File: src/json_key_value_extractor_macros.svh
// ---------------------------------------------------------------------------
// Assertion macros for the JSON key/value extractor
// Shared wrappers so that every check is clocked and reset-gated alike.
// ---------------------------------------------------------------------------
`ifndef JSON_KEY_VALUE_EXTRACTOR_MACROS_SVH
`define JSON_KEY_VALUE_EXTRACTOR_MACROS_SVH

// The consequent must hold in the same cycle as the antecedent.
`define JKVE_ASSERT_SAME(label, ante, cons, msg) \
    label: assert property (@(posedge clk) disable iff (!rst_n) (ante) |-> (cons)) \
        else $error(msg);

// The consequent must hold in the cycle after the antecedent.
`define JKVE_ASSERT_NEXT(label, ante, cons, msg) \
    label: assert property (@(posedge clk) disable iff (!rst_n) (ante) |=> (cons)) \
        else $error(msg);

`endif

File: src/jkve_pkg.sv
// ---------------------------------------------------------------------------
// jkve_pkg
// Types and constants of the JSON key/value extractor.
// ---------------------------------------------------------------------------
`default_nettype none

package jkve_pkg;

    // Payload of one input transaction.
    typedef struct packed {
        logic [7:0] text_byte;
        logic       end_of_object;
    } text_item_t;

    typedef enum logic [1:0] {
        KIND_CHAR      = 2'd0,
        KIND_FOUND     = 2'd1,
        KIND_NOT_FOUND = 2'd2
    } result_kind_t;

    // Payload of one output transaction.
    typedef struct packed {
        result_kind_t result_kind;
        logic [7:0]   value_char;
        logic         bool_value;
        logic         final_res;
    } result_item_t;

    typedef enum logic [6:0] {
        PH_SEARCH       = 7'b0000001,
        PH_IN_STRING    = 7'b0000010,
        PH_AFTER_STRING = 7'b0000100,
        PH_BEFORE_VALUE = 7'b0001000,
        PH_VALUE_STR    = 7'b0010000,
        PH_LIT_TRUE     = 7'b0100000,
        PH_LIT_FALSE    = 7'b1000000
    } phase_t;

    // Configuration register indexes.
    localparam int CFG_IDX_W = 3;
    localparam logic [CFG_IDX_W-1:0] CFG_KEY_LOW      = 3'd0;
    localparam logic [CFG_IDX_W-1:0] CFG_KEY_HIGH     = 3'd1;
    localparam logic [CFG_IDX_W-1:0] CFG_KEY_LENGTH   = 3'd2;
    localparam logic [CFG_IDX_W-1:0] CFG_VALUE_KIND   = 3'd3;
    localparam logic [CFG_IDX_W-1:0] CFG_OUT_CAPACITY = 3'd4;

    localparam int CFG_DATA_W  = 64;
    localparam int KEY_LEN_W   = 5;
    localparam int CAP_W       = 9;
    localparam int KEY_SLOTS   = 16;
    localparam int KEY_SEL_W   = 4;
    localparam int CMP_W       = 6;
    localparam int LIT_IDX_W   = 3;
    localparam int QUEUE_DEPTH = 4;
    localparam int QCOUNT_W    = 3;

    localparam logic [CAP_W-1:0] CAP_RESET = 9'd256;

    // Characters of interest.
    localparam logic [7:0] CH_QUOTE     = 8'h22;
    localparam logic [7:0] CH_BACKSLASH = 8'h5C;
    localparam logic [7:0] CH_COLON     = 8'h3A;
    localparam logic [7:0] CH_SPACE     = 8'h20;
    localparam logic [7:0] CH_NEWLINE   = 8'h0A;
    localparam logic [7:0] CH_TAB       = 8'h09;
    localparam logic [7:0] CH_LBRACE    = 8'h7B;
    localparam logic [7:0] CH_RBRACE    = 8'h7D;
    localparam logic [7:0] CH_LBRACKET  = 8'h5B;
    localparam logic [7:0] CH_RBRACKET  = 8'h5D;
    localparam logic [7:0] CH_T         = 8'h74;
    localparam logic [7:0] CH_F         = 8'h66;

    localparam logic [LIT_IDX_W-1:0] TRUE_LEN  = 3'd4;
    localparam logic [LIT_IDX_W-1:0] FALSE_LEN = 3'd5;

    // Characters of the literal "true".
    function automatic logic [7:0] true_char(input logic [LIT_IDX_W-1:0] idx);
        logic [7:0] c;
        unique case (idx)
            3'd0:    c = 8'h74;
            3'd1:    c = 8'h72;
            3'd2:    c = 8'h75;
            3'd3:    c = 8'h65;
            default: c = 8'h00;
        endcase
        return c;
    endfunction

    // Characters of the literal "false".
    function automatic logic [7:0] false_char(input logic [LIT_IDX_W-1:0] idx);
        logic [7:0] c;
        unique case (idx)
            3'd0:    c = 8'h66;
            3'd1:    c = 8'h61;
            3'd2:    c = 8'h6C;
            3'd3:    c = 8'h73;
            3'd4:    c = 8'h65;
            default: c = 8'h00;
        endcase
        return c;
    endfunction

    function automatic logic is_space(input logic [7:0] b);
        return (b == CH_SPACE) || (b == CH_NEWLINE) || (b == CH_TAB);
    endfunction

endpackage

`default_nettype wire

File: src/json_key_value_extractor.sv
// ---------------------------------------------------------------------------
// json_key_value_extractor
// Streams the bytes of a JSON object and returns the value of one configured
// top-level key, either as unescaped string characters or as a boolean.
// ---------------------------------------------------------------------------
// The block takes one byte of a JSON object per cycle on the text channel
// while text_stall is low, with end_of_object high on the last byte. An
// accepted byte waits in an input stage register until the result queue has
// room. In the cycle that it leaves the stage, the parser state is updated
// and its results (at most one value character and one status) are pushed
// into a four-entry result queue. The queue head drives the result channel,
// so a result is presented once its byte has left the input stage and its
// results have been registered into the queue. A byte leaves the input stage
// when the queue has room for two results after this cycle's pop, so the input
// runs at one byte per cycle as long as the result side takes one
// transaction per cycle; the result port, delivering one transaction per
// cycle, sets the sustained rate when bytes cause more results than that.
// Every object ends in exactly one status transaction with final_res high
// (found or not found). Configuration registers are written through the cfg
// channel, which is always ready, and should only be written while no byte
// is in flight and the result queue is empty.
`default_nettype none

`include "json_key_value_extractor_macros.svh"

module json_key_value_extractor #(
    parameter int MAX_KEY_BYTES = 16,
    parameter int DEPTH_BITS    = 8
) (
    input  wire logic                                  clk,
    input  wire logic                                  rst_n,
    input  wire logic                                  text_valid,
    output logic                                       text_stall,
    input  wire jkve_pkg::text_item_t                  text_item,
    output logic                                       result_valid,
    input  wire logic                                  result_stall,
    output jkve_pkg::result_item_t                     result_item,
    input  wire logic                                  cfg_valid,
    output logic                                       cfg_ready,
    input  wire logic [jkve_pkg::CFG_IDX_W-1:0]        cfg_index,
    input  wire logic [jkve_pkg::CFG_DATA_W-1:0]       cfg_data
);

    import jkve_pkg::*;

    // Wide enough to hold MAX_KEY_BYTES itself.
    localparam int KIDX_W = $clog2(MAX_KEY_BYTES + 1);

    // -----------------------------------------------------------------------
    // Configuration registers. The port never pushes back.
    // -----------------------------------------------------------------------
    logic [CFG_DATA_W-1:0] key_low_reg;
    logic [CFG_DATA_W-1:0] key_high_reg;
    logic [KEY_LEN_W-1:0]  key_length_reg;
    logic                  value_kind_reg;
    logic [CAP_W-1:0]      out_capacity_reg;

    assign cfg_ready = 1'b1;

    always_ff @(posedge clk or negedge rst_n)
    begin
        if (!rst_n)
        begin
            key_low_reg      <= '0;
            key_high_reg     <= '0;
            key_length_reg   <= '0;
            value_kind_reg   <= 1'b0;
            out_capacity_reg <= CAP_RESET;
        end
        else if (cfg_valid && cfg_ready)
        begin
            unique case (cfg_index)
                CFG_KEY_LOW:      key_low_reg      <= cfg_data;
                CFG_KEY_HIGH:     key_high_reg     <= cfg_data;
                CFG_KEY_LENGTH:   key_length_reg   <= cfg_data[KEY_LEN_W-1:0];
                CFG_VALUE_KIND:   value_kind_reg   <= cfg_data[0];
                CFG_OUT_CAPACITY: out_capacity_reg <= cfg_data[CAP_W-1:0];
                default:          ;
            endcase
        end
    end

    // The key as individual bytes, byte zero first.
    logic [7:0] key_bytes [KEY_SLOTS];

    always_comb
    begin
        for (int i = 0; i < KEY_SLOTS / 2; i++)
        begin
            key_bytes[i]                 = key_low_reg[i*8 +: 8];
            key_bytes[i + KEY_SLOTS / 2] = key_high_reg[i*8 +: 8];
        end
    end

    // -----------------------------------------------------------------------
    // Input stage and result queue handshakes.
    // -----------------------------------------------------------------------
    logic                stage_valid_reg;
    text_item_t          stage_item_reg;
    result_item_t        queue_reg [QUEUE_DEPTH];
    logic [QCOUNT_W-1:0] queue_count_reg;
    logic [QCOUNT_W-1:0] count_after_pop;
    logic                pop;
    logic                advance;
    logic                text_accept;

    assign pop             = (queue_count_reg != '0) && !result_stall;
    assign count_after_pop = queue_count_reg - QCOUNT_W'(pop);
    // Each byte can push two results, so two free entries are needed.
    assign advance         = stage_valid_reg
                             && (count_after_pop <= QCOUNT_W'(QUEUE_DEPTH - 2));
    assign text_stall      = stage_valid_reg && !advance;
    assign text_accept     = text_valid && !text_stall;

    assign result_valid = (queue_count_reg != '0);
    assign result_item  = queue_reg[0];

    always_ff @(posedge clk or negedge rst_n)
    begin
        if (!rst_n)
        begin
            stage_valid_reg <= 1'b0;
        end
        else if (text_accept)
        begin
            stage_valid_reg <= 1'b1;
        end
        else if (advance)
        begin
            stage_valid_reg <= 1'b0;
        end
    end

    always_ff @(posedge clk)
    begin
        if (text_accept)
        begin
            stage_item_reg <= text_item;
        end
    end

    // -----------------------------------------------------------------------
    // Parser state.
    // -----------------------------------------------------------------------
    logic [DEPTH_BITS-1:0] depth_reg,        depth_next;
    phase_t                phase_reg,        phase_next;
    logic                  escape_reg,       escape_next;
    logic [KIDX_W-1:0]     key_index_reg,    key_index_next;
    logic                  key_matching_reg, key_matching_next;
    logic [CAP_W-1:0]      emitted_reg,      emitted_next;
    logic [LIT_IDX_W-1:0]  lit_index_reg,    lit_index_next;
    logic                  answered_reg,     answered_next;

    logic [7:0]   b;
    logic         last;
    logic [7:0]   key_byte_sel;
    logic         key_step_ok;
    logic         emit_ok;
    logic         do_search;
    logic         char_valid;
    logic [7:0]   char_value;
    logic         status_valid;
    result_kind_t status_kind;
    logic         status_bool;

    assign b    = stage_item_reg.text_byte;
    assign last = stage_item_reg.end_of_object;

    assign key_byte_sel = key_bytes[KEY_SEL_W'(key_index_reg)];

    // Raw comparison of one string byte against the next key byte.
    assign key_step_ok = key_matching_reg
                         && (CMP_W'(key_index_reg) < CMP_W'(key_length_reg))
                         && (CMP_W'(key_index_reg) < CMP_W'(MAX_KEY_BYTES))
                         && (b == key_byte_sel);

    // Room for one more character: emitted + 1 < capacity.
    assign emit_ok = ({1'b0, emitted_reg} + 1'b1) < {1'b0, out_capacity_reg};

    always_comb
    begin
        depth_next        = depth_reg;
        phase_next        = phase_reg;
        escape_next       = escape_reg;
        key_index_next    = key_index_reg;
        key_matching_next = key_matching_reg;
        emitted_next      = emitted_reg;
        lit_index_next    = lit_index_reg;
        answered_next     = answered_reg;
        do_search         = 1'b0;
        char_valid        = 1'b0;
        char_value        = b;
        status_valid      = 1'b0;
        status_kind       = KIND_NOT_FOUND;
        status_bool       = 1'b0;

        if (!answered_reg)
        begin
            unique case (phase_reg)
                PH_IN_STRING:
                begin
                    if (escape_reg)
                    begin
                        escape_next       = 1'b0;
                        key_index_next    = KIDX_W'(key_index_reg + 1'b1);
                        key_matching_next = key_step_ok;
                        if (!key_step_ok)
                        begin
                            key_index_next = key_index_reg;
                        end
                    end
                    else if (b == CH_QUOTE)
                    begin
                        if (depth_reg == DEPTH_BITS'(1))
                        begin
                            key_matching_next = key_matching_reg
                                && (CMP_W'(key_index_reg) == CMP_W'(key_length_reg));
                            phase_next = PH_AFTER_STRING;
                        end
                        else
                        begin
                            phase_next = PH_SEARCH;
                        end
                    end
                    else
                    begin
                        if (b == CH_BACKSLASH)
                        begin
                            escape_next = 1'b1;
                        end
                        key_matching_next = key_step_ok;
                        if (key_step_ok)
                        begin
                            key_index_next = KIDX_W'(key_index_reg + 1'b1);
                        end
                    end
                end
                PH_AFTER_STRING:
                begin
                    if (!is_space(b))
                    begin
                        if ((b == CH_COLON) && key_matching_reg)
                        begin
                            phase_next = PH_BEFORE_VALUE;
                        end
                        else
                        begin
                            do_search = 1'b1;
                        end
                    end
                end
                PH_BEFORE_VALUE:
                begin
                    if (!is_space(b))
                    begin
                        if (!value_kind_reg)
                        begin
                            if (b == CH_QUOTE)
                            begin
                                phase_next   = PH_VALUE_STR;
                                escape_next  = 1'b0;
                                emitted_next = '0;
                            end
                            else
                            begin
                                status_valid = 1'b1;
                            end
                        end
                        else if (b == CH_T)
                        begin
                            phase_next     = PH_LIT_TRUE;
                            lit_index_next = LIT_IDX_W'(1);
                        end
                        else if (b == CH_F)
                        begin
                            phase_next     = PH_LIT_FALSE;
                            lit_index_next = LIT_IDX_W'(1);
                        end
                        else
                        begin
                            status_valid = 1'b1;
                        end
                    end
                end
                PH_VALUE_STR:
                begin
                    if (escape_reg)
                    begin
                        escape_next = 1'b0;
                        char_valid  = emit_ok;
                    end
                    else if (b == CH_QUOTE)
                    begin
                        status_valid = 1'b1;
                        status_kind  = KIND_FOUND;
                    end
                    else if ((b == CH_BACKSLASH) && !last)
                    begin
                        escape_next = 1'b1;
                    end
                    else
                    begin
                        char_valid = emit_ok;
                    end
                    if (char_valid)
                    begin
                        emitted_next = CAP_W'(emitted_reg + 1'b1);
                    end
                end
                PH_LIT_TRUE:
                begin
                    status_valid = 1'b1;
                    if ((lit_index_reg < TRUE_LEN) && (b == true_char(lit_index_reg)))
                    begin
                        lit_index_next = LIT_IDX_W'(lit_index_reg + 1'b1);
                        status_valid   = (lit_index_next == TRUE_LEN);
                        status_kind    = KIND_FOUND;
                        status_bool    = 1'b1;
                    end
                end
                PH_LIT_FALSE:
                begin
                    status_valid = 1'b1;
                    if ((lit_index_reg < FALSE_LEN) && (b == false_char(lit_index_reg)))
                    begin
                        lit_index_next = LIT_IDX_W'(lit_index_reg + 1'b1);
                        status_valid   = (lit_index_next == FALSE_LEN);
                        status_kind    = KIND_FOUND;
                    end
                end
                default:
                begin
                    do_search = 1'b1;
                end
            endcase

            // Bracket tracking and string opening outside strings.
            if (do_search)
            begin
                phase_next = PH_SEARCH;
                if ((b == CH_LBRACE) || (b == CH_LBRACKET))
                begin
                    depth_next = DEPTH_BITS'(depth_reg + 1'b1);
                end
                else if ((b == CH_RBRACE) || (b == CH_RBRACKET))
                begin
                    depth_next = DEPTH_BITS'(depth_reg - 1'b1);
                end
                else if (b == CH_QUOTE)
                begin
                    phase_next        = PH_IN_STRING;
                    escape_next       = 1'b0;
                    key_index_next    = '0;
                    key_matching_next =
                        (CMP_W'(key_length_reg) <= CMP_W'(MAX_KEY_BYTES));
                end
            end

            if (status_valid)
            begin
                answered_next = 1'b1;
            end
        end

        // The last byte closes the object: give the answer if none yet.
        if (last)
        begin
            if (!answered_next)
            begin
                status_valid = 1'b1;
                status_bool  = 1'b0;
                status_kind  = (phase_next == PH_VALUE_STR) ? KIND_FOUND : KIND_NOT_FOUND;
            end
            depth_next        = '0;
            phase_next        = PH_SEARCH;
            escape_next       = 1'b0;
            key_index_next    = '0;
            key_matching_next = 1'b0;
            emitted_next      = '0;
            lit_index_next    = '0;
            answered_next     = 1'b0;
        end
    end

    always_ff @(posedge clk or negedge rst_n)
    begin
        if (!rst_n)
        begin
            depth_reg        <= '0;
            phase_reg        <= PH_SEARCH;
            escape_reg       <= 1'b0;
            key_index_reg    <= '0;
            key_matching_reg <= 1'b0;
            emitted_reg      <= '0;
            lit_index_reg    <= '0;
            answered_reg     <= 1'b0;
        end
        else if (advance)
        begin
            depth_reg        <= depth_next;
            phase_reg        <= phase_next;
            escape_reg       <= escape_next;
            key_index_reg    <= key_index_next;
            key_matching_reg <= key_matching_next;
            emitted_reg      <= emitted_next;
            lit_index_reg    <= lit_index_next;
            answered_reg     <= answered_next;
        end
    end

    // -----------------------------------------------------------------------
    // Result queue: entry zero is the head; entries shift down on a pop and
    // new results land just above the surviving ones, character first.
    // -----------------------------------------------------------------------
    result_item_t        char_item;
    result_item_t        status_item;
    result_item_t        first_item;
    logic                push_first;
    logic                push_second;
    logic [QCOUNT_W-1:0] push_count;
    logic [QCOUNT_W-1:0] count_next;

    always_comb
    begin
        char_item.result_kind   = KIND_CHAR;
        char_item.value_char    = char_value;
        char_item.bool_value    = 1'b0;
        char_item.final_res     = 1'b0;
        status_item.result_kind = status_kind;
        status_item.value_char  = 8'h00;
        status_item.bool_value  = status_bool;
        status_item.final_res   = 1'b1;
    end

    assign push_first  = advance && (char_valid || status_valid);
    assign push_second = advance && char_valid && status_valid;
    assign first_item  = char_valid ? char_item : status_item;
    assign push_count  = QCOUNT_W'(push_first) + QCOUNT_W'(push_second);
    assign count_next  = count_after_pop + push_count;

    always_ff @(posedge clk)
    begin
        for (int i = 0; i < QUEUE_DEPTH; i++)
        begin
            if (push_first && (count_after_pop == QCOUNT_W'(i)))
            begin
                queue_reg[i] <= first_item;
            end
            else if (push_second && (count_after_pop == QCOUNT_W'(i - 1)))
            begin
                queue_reg[i] <= status_item;
            end
            else if (pop && (i < QUEUE_DEPTH - 1))
            begin
                queue_reg[i] <= queue_reg[(i + 1) % QUEUE_DEPTH];
            end
        end
    end

    always_ff @(posedge clk or negedge rst_n)
    begin
        if (!rst_n)
        begin
            queue_count_reg <= '0;
        end
        else
        begin
            queue_count_reg <= count_next;
        end
    end

    // -----------------------------------------------------------------------
    // Assertions.
    // -----------------------------------------------------------------------
    `JKVE_ASSERT_SAME(a_queue_bound, 1'b1,
        queue_count_reg <= QCOUNT_W'(QUEUE_DEPTH), "result queue overflow")
    `JKVE_ASSERT_SAME(a_quiet_after_answer,
        advance && answered_reg && !stage_item_reg.end_of_object,
        push_count == '0, "result produced after the answer was given")
    `JKVE_ASSERT_NEXT(a_clear_on_last, advance && stage_item_reg.end_of_object,
        (phase_reg == PH_SEARCH) && (depth_reg == '0) && !answered_reg,
        "parser state not cleared after the last byte")
    `JKVE_ASSERT_SAME(a_stall_needs_item, text_stall, stage_valid_reg,
        "text channel stalled with an empty input stage")

endmodule

`default_nettype wire

File: config.mk
export PLATFORM = sky130hd
export DESIGN_NAME = json_key_value_extractor
export DESIGN_NICKNAME = d
export VERILOG_FILES = /design/src/jkve_pkg.sv /design/src/json_key_value_extractor.sv
export VERILOG_INCLUDE_DIRS = /design/src /design/src/src
export SDC_FILE = /design/constraint.sdc
export NUM_CORES = 1
export LEC_CHECK = 0
export BUFFER_PORTS_ARGS = -buffer_cell sky130_fd_sc_hd__buf_2
export CORE_MARGIN = 2
export CORE_UTILIZATION = 45
export CTS_BUF_LIST = sky130_fd_sc_hd__clkbuf_4 sky130_fd_sc_hd__clkbuf_8
export CTS_CLUSTER_SIZE = 14
export DETAILED_ROUTE_END_ITERATION = 7
export MAX_ROUTING_LAYER = met4
export SLEW_MARGIN = 20
export SYNTH_ARGS = -nofsm -noshare
export SYNTH_HDL_FRONTEND = slang
export SYNTH_SLANG_ARGS = --single-unit
File: constraint.sdc
create_clock -name clk -period 5.1 [get_ports clk]
set_input_delay 0.51 -clock clk [delete_from_list [all_inputs] [get_ports clk]]
set_output_delay 0.51 -clock clk [all_outputs]
set_load 0.01 [all_outputs]
==> impl_table.tex <==
\begin{tabular}{lr}
\hline
Metric & Value \\
\hline
\multicolumn{2}{l}{\textbf{Drt}} \\
Post-Route WL & 28,100 um \\
Remaining design rule violation count & 0 \\
Routed vias & 8,486 \\
Vias per Instance & 5.56 \\
Routed wire per std cell & 18.4 um \\
Initial drt markers & 520 \\
First-pass DRT Iterations & 5 \\
Antenna Nets Post-Route & 0 \\
\multicolumn{2}{l}{\textbf{Setup path}} \\
Startpoint of the most critical setup path & queue\_count\_reg[0]\$\_DFF\_PN0\_ \\
Element type at the critical path start & register \\
Crit path DAT & 4610 ps \\
Worst Setup EP & queue\_reg[1][0]\$\_DFFE\_PP\_ \\
Category of the worst setup path capture point & register \\
Peak fanout along the critical path & 12 \\
Required time of the critical path & 5390 ps \\
Reg2reg end & queue\_reg[1][0]\$\_DFFE\_PP\_ \\
Register-to-register setup slack & 790 ps \\
Worst Reg2Reg Path Length in Cells & 13 \\
Beginning of the worst register-to-register path & queue\_count\_reg[0]\$\_DFF\_PN0\_ \\
Classification of the worst setup path & reg2reg \\
\multicolumn{2}{l}{\textbf{CTS}} \\
Number of hold buffers added after cts & 0 \\
Clock root buffer & sky130\_fd\_sc\_hd\_\_clkbuf\_8 \\
Setup Buffers After CTS & 0 \\
Inserted Clock Buffers & 42 \\
Maximum number of buffers from clock root to sink & 3 \\
CTS tree & built \\
Clock latency of the later-clocked register in the worst-skew pair & 560 ps \\
Count of instances resized after the clock tree is built & 0 \\
H-Tree Depth & 2 \\
Clock transition at the register clock pins on the worst setup and hold paths after CTS & 60 ps \\
Total clock sinks & 239 \\
\multicolumn{2}{l}{\textbf{STA}} \\
Worst clock skew & 24.8 ps \\
Number of pins with negative max-slew slack in the final report & 0 \\
Actual slew at the worst max-slew pin & 1010 ps \\
Number of setup violations in the final report & 0 \\
Final Hold Viols & 0 \\
Setup repair after global routing missed its margin & no \\
Setup Total Neg Slack & 0 ps \\
Share of the clock period used by the worst path & 84.6\% \\
Min cycle time layout & 4310 ps \\
Worst slew margin relative to its limit & 32.5\% \\
Upper clock frequency limit & 232 MHz \\
\multicolumn{2}{l}{\textbf{Power and ir drop}} \\
Internal Dissipation & 4.17 mW \\
Switching power of the nets & 1.86 mW \\
Power share of the sequential group & 44.7\% \\
Maximum vdd drop & 0.000231 V \\
Portion of total power attributed to the clock network & 30.7\% \\
Leakage dissipation & 5.82 nW \\
Portion of total power attributed to combinational logic & 24.6\% \\
Switching Share & 30.9\% \\
Power Dens Cells & 423 nW/um2 \\
\multicolumn{2}{l}{\textbf{Layout}} \\
Number of standard cells in the layout, taps in and fillers out & 1,525 \\
Number of fillers in the final layout & 2,455 \\
Most frequent cells in the layout & 179 x sky130\_fd\_sc\_hd\_\_dfrtp\_1, 151 x sky130\_fd\_sc\_hd\_\_mux2\_2, 93 x sky130\_fd\_sc\_hd\_\_buf\_2 \\
Footprint of the multi-input gates & 5890 um2 \\
Share of the core filled with cells & 51.7\% \\
Area overhead of the layout relative to synthesis & 13.7\% \\
Share of layout cells above drive strength 1 & 34.0\% \\
Register area & 6270 um2 \\
Final Instance Area & 14,300 um2 \\
Nets & 1,223 \\
Most common cell after layout, fill and taps aside & sky130\_fd\_sc\_hd\_\_dfrtp\_1 \\
\multicolumn{2}{l}{\textbf{Synth}} \\
Gate count after technology mapping & 1,017 \\
Synth warnings & 0 \\
Post-synthesis async set-or-reset flop share & 76.2\% \\
Share of synthesized area occupied by flip-flops and latches & 49.9\% \\
Register bit total from synthesis & 239 \\
Most used flip-flop cell after synthesis & sky130\_fd\_sc\_hd\_\_dfrtp\_1 \\
Mean Syn Cell Area & 12.4 um2 \\
Number of distinct library cells after synthesis & 83 \\
Number of nets in the synthesized netlist & 1,126 \\
Number of flops mapped to enable cells by yosys & 57 \\
Post-synthesis instance area & 12,600 um2 \\
\multicolumn{2}{l}{\textbf{GRT}} \\
Number of antenna violations at the first check in global routing & 3 \\
Leftover overflow at the end of global routing & 0 \\
Global-route wire length before repair & 45,900 um \\
Number of global-route vias before repair & 8,607 \\
Tot GR Track Use & 20.4\% \\
Maximum number of pins on one net before global-route repair & 104 \\
\multicolumn{2}{l}{\textbf{Job}} \\
Max\_cap viols & 0 \\
\multicolumn{2}{l}{\textbf{Place}} \\
Routability congestion estimate from global placement & 0.888 \\
Cell area reported after detailed placement & 13,400 um2 \\
Final HPWL from detailed placement & 19,100 um \\
DP Cell Count & 1,448 \\
Number of port buffers & 94 \\
\multicolumn{2}{l}{\textbf{Die}} \\
DIE WIDTH & 171 um \\
Die area & 29,300 um2 \\
Core Rows & 61 \\
CORE AREA & 27,600 um2 \\
Starting density of the core & 45.5\% \\
Top Ports & 96 \\
Chip Height & 171 um \\
\multicolumn{2}{l}{\textbf{Hold path}} \\
Worst min-delay path class & in2async \\
\multicolumn{2}{l}{\textbf{Run status}} \\
Outcome & complete, no violations \\
\hline
\end{tabular}
metal layers:
metal / vias up / global-route usage [%] / wire, um
met4: 0 / 4.90 / 518
met3: 51 / 3.86 / 1480
met5: - / - / 0
met1: 4240 / 27.6 / 13000
met2: 202 / 32.0 / 13100
li1: 3993 / - / -
worst min-delay path by stage:
stage / start / end / slack [ps] / cells past startpoint
after floorplan: rst_n / answered_reg$_DFFE_PN0P_ / 210 / 0
after global placement: key_low_reg[6]$_DFFE_PN0P_ / key_low_reg[6]$_DFFE_PN0P_ / 480 / 1
after detailed placement: key_high_reg[31]$_DFFE_PN0P_ / key_high_reg[31]$_DFFE_PN0P_ / 490 / 1
after CTS: rst_n / key_matching_reg$_DFFE_PN0P_ / 30 / 1
after global routing: rst_n / emitted_reg[3]$_DFFE_PN0P_ / 60 / 1
final: rst_n / queue_count_reg[1]$_DFF_PN0_ / 20 / 1
critical path, stage by stage (launching register included):
cell,delay (ps)
sky130_fd_sc_hd__dfrtp_1,370
sky130_fd_sc_hd__or3_1,390
sky130_fd_sc_hd__nand2b_1,160
sky130_fd_sc_hd__inv_1,120
sky130_fd_sc_hd__ha_1,200
sky130_fd_sc_hd__ha_1,340
sky130_fd_sc_hd__o21ai_0,310
sky130_fd_sc_hd__or2_2,340
sky130_fd_sc_hd__nor2_1,180
sky130_fd_sc_hd__nand3_1,200
sky130_fd_sc_hd__nor3b_2,70
sky130_fd_sc_hd__buf_4,200
sky130_fd_sc_hd__nor3_2,770
sky130_fd_sc_hd__mux2_2,420
synthesized netlist by cell type (14+ instances only):
cell type                    n  area [um2]
sky130_fd_sc_hd__nor3_1     20         100
sky130_fd_sc_hd__o21ai_0    49         245
sky130_fd_sc_hd__inv_1      35         131
sky130_fd_sc_hd__dfrtp_1   180        4500
sky130_fd_sc_hd__mux4_2     32         721
sky130_fd_sc_hd__nand2b_1   16         100
sky130_fd_sc_hd__mux2i_1    37         370
sky130_fd_sc_hd__a21oi_1    21         105
sky130_fd_sc_hd__and3_1     18         113
sky130_fd_sc_hd__nand2_1    50         188
sky130_fd_sc_hd__xnor2_1    14         123
sky130_fd_sc_hd__nand3_1    20         100
sky130_fd_sc_hd__edfxtp_1   57        1710
sky130_fd_sc_hd__clkbuf_1   35         131
sky130_fd_sc_hd__mux2_2    151        1700
sky130_fd_sc_hd__nor2b_1    14        87.6
sky130_fd_sc_hd__nor2_1     44         165
sky130_fd_sc_hd__ha_1       27         338
layout make-up:
| type | count | share of cell area (%) |
|---|---|---|
| antenna | 4 | 0.0701 |
| clock buffer | 67 | 5.67 |
| clock inverter | 6 | 0.526 |
| inverter | 38 | 0.999 |
| multi-input combinational | 683 | 41.2 |
| sequential | 239 | 43.9 |
| tap | 378 | 3.31 |
| timing repair buffer | 110 | 4.27 |
cells by family (layout without fill, tap and decap cells):
group	Yosys count	after routing	synth area share (%)
mux	224	224	22.6
flops	239	239	49.9
buf+inv	95	221	3.43
other cells	1	5	0.0299
compound gates	141	141	7.68
simple gates	267	267	12.0
xor+xnor	22	22	1.53
fa+ha+maj	28	28	2.85
through the flow:
| step | power [mW] | hold slack, ps | worst slack (ps) |
|---|---|---|---|
| final | 6.03 | 15.2 | 787 |
| after global routing | 6.39 | 62.8 | 515 |
| after CTS | 6.10 | 26.4 | 775 |
| after detailed placement | 4.22 | 491 | 791 |
| after global placement | 4.19 | 484 | 857 |
| after floorplan | 3.74 | 214 | 1340 |
power groups by stage:
stage | combinational [mW] | sequential, mW | clock [mW]
after global routing | 1.65 | 2.75 | 1.99
after CTS | 1.49 | 2.70 | 1.91
final | 1.48 | 2.70 | 1.85
after floorplan | 1.13 | 2.62 | 0
after detailed placement | 1.49 | 2.73 | 0
after global placement | 1.47 | 2.72 | 0
Power figures use the tool's default switching activity.
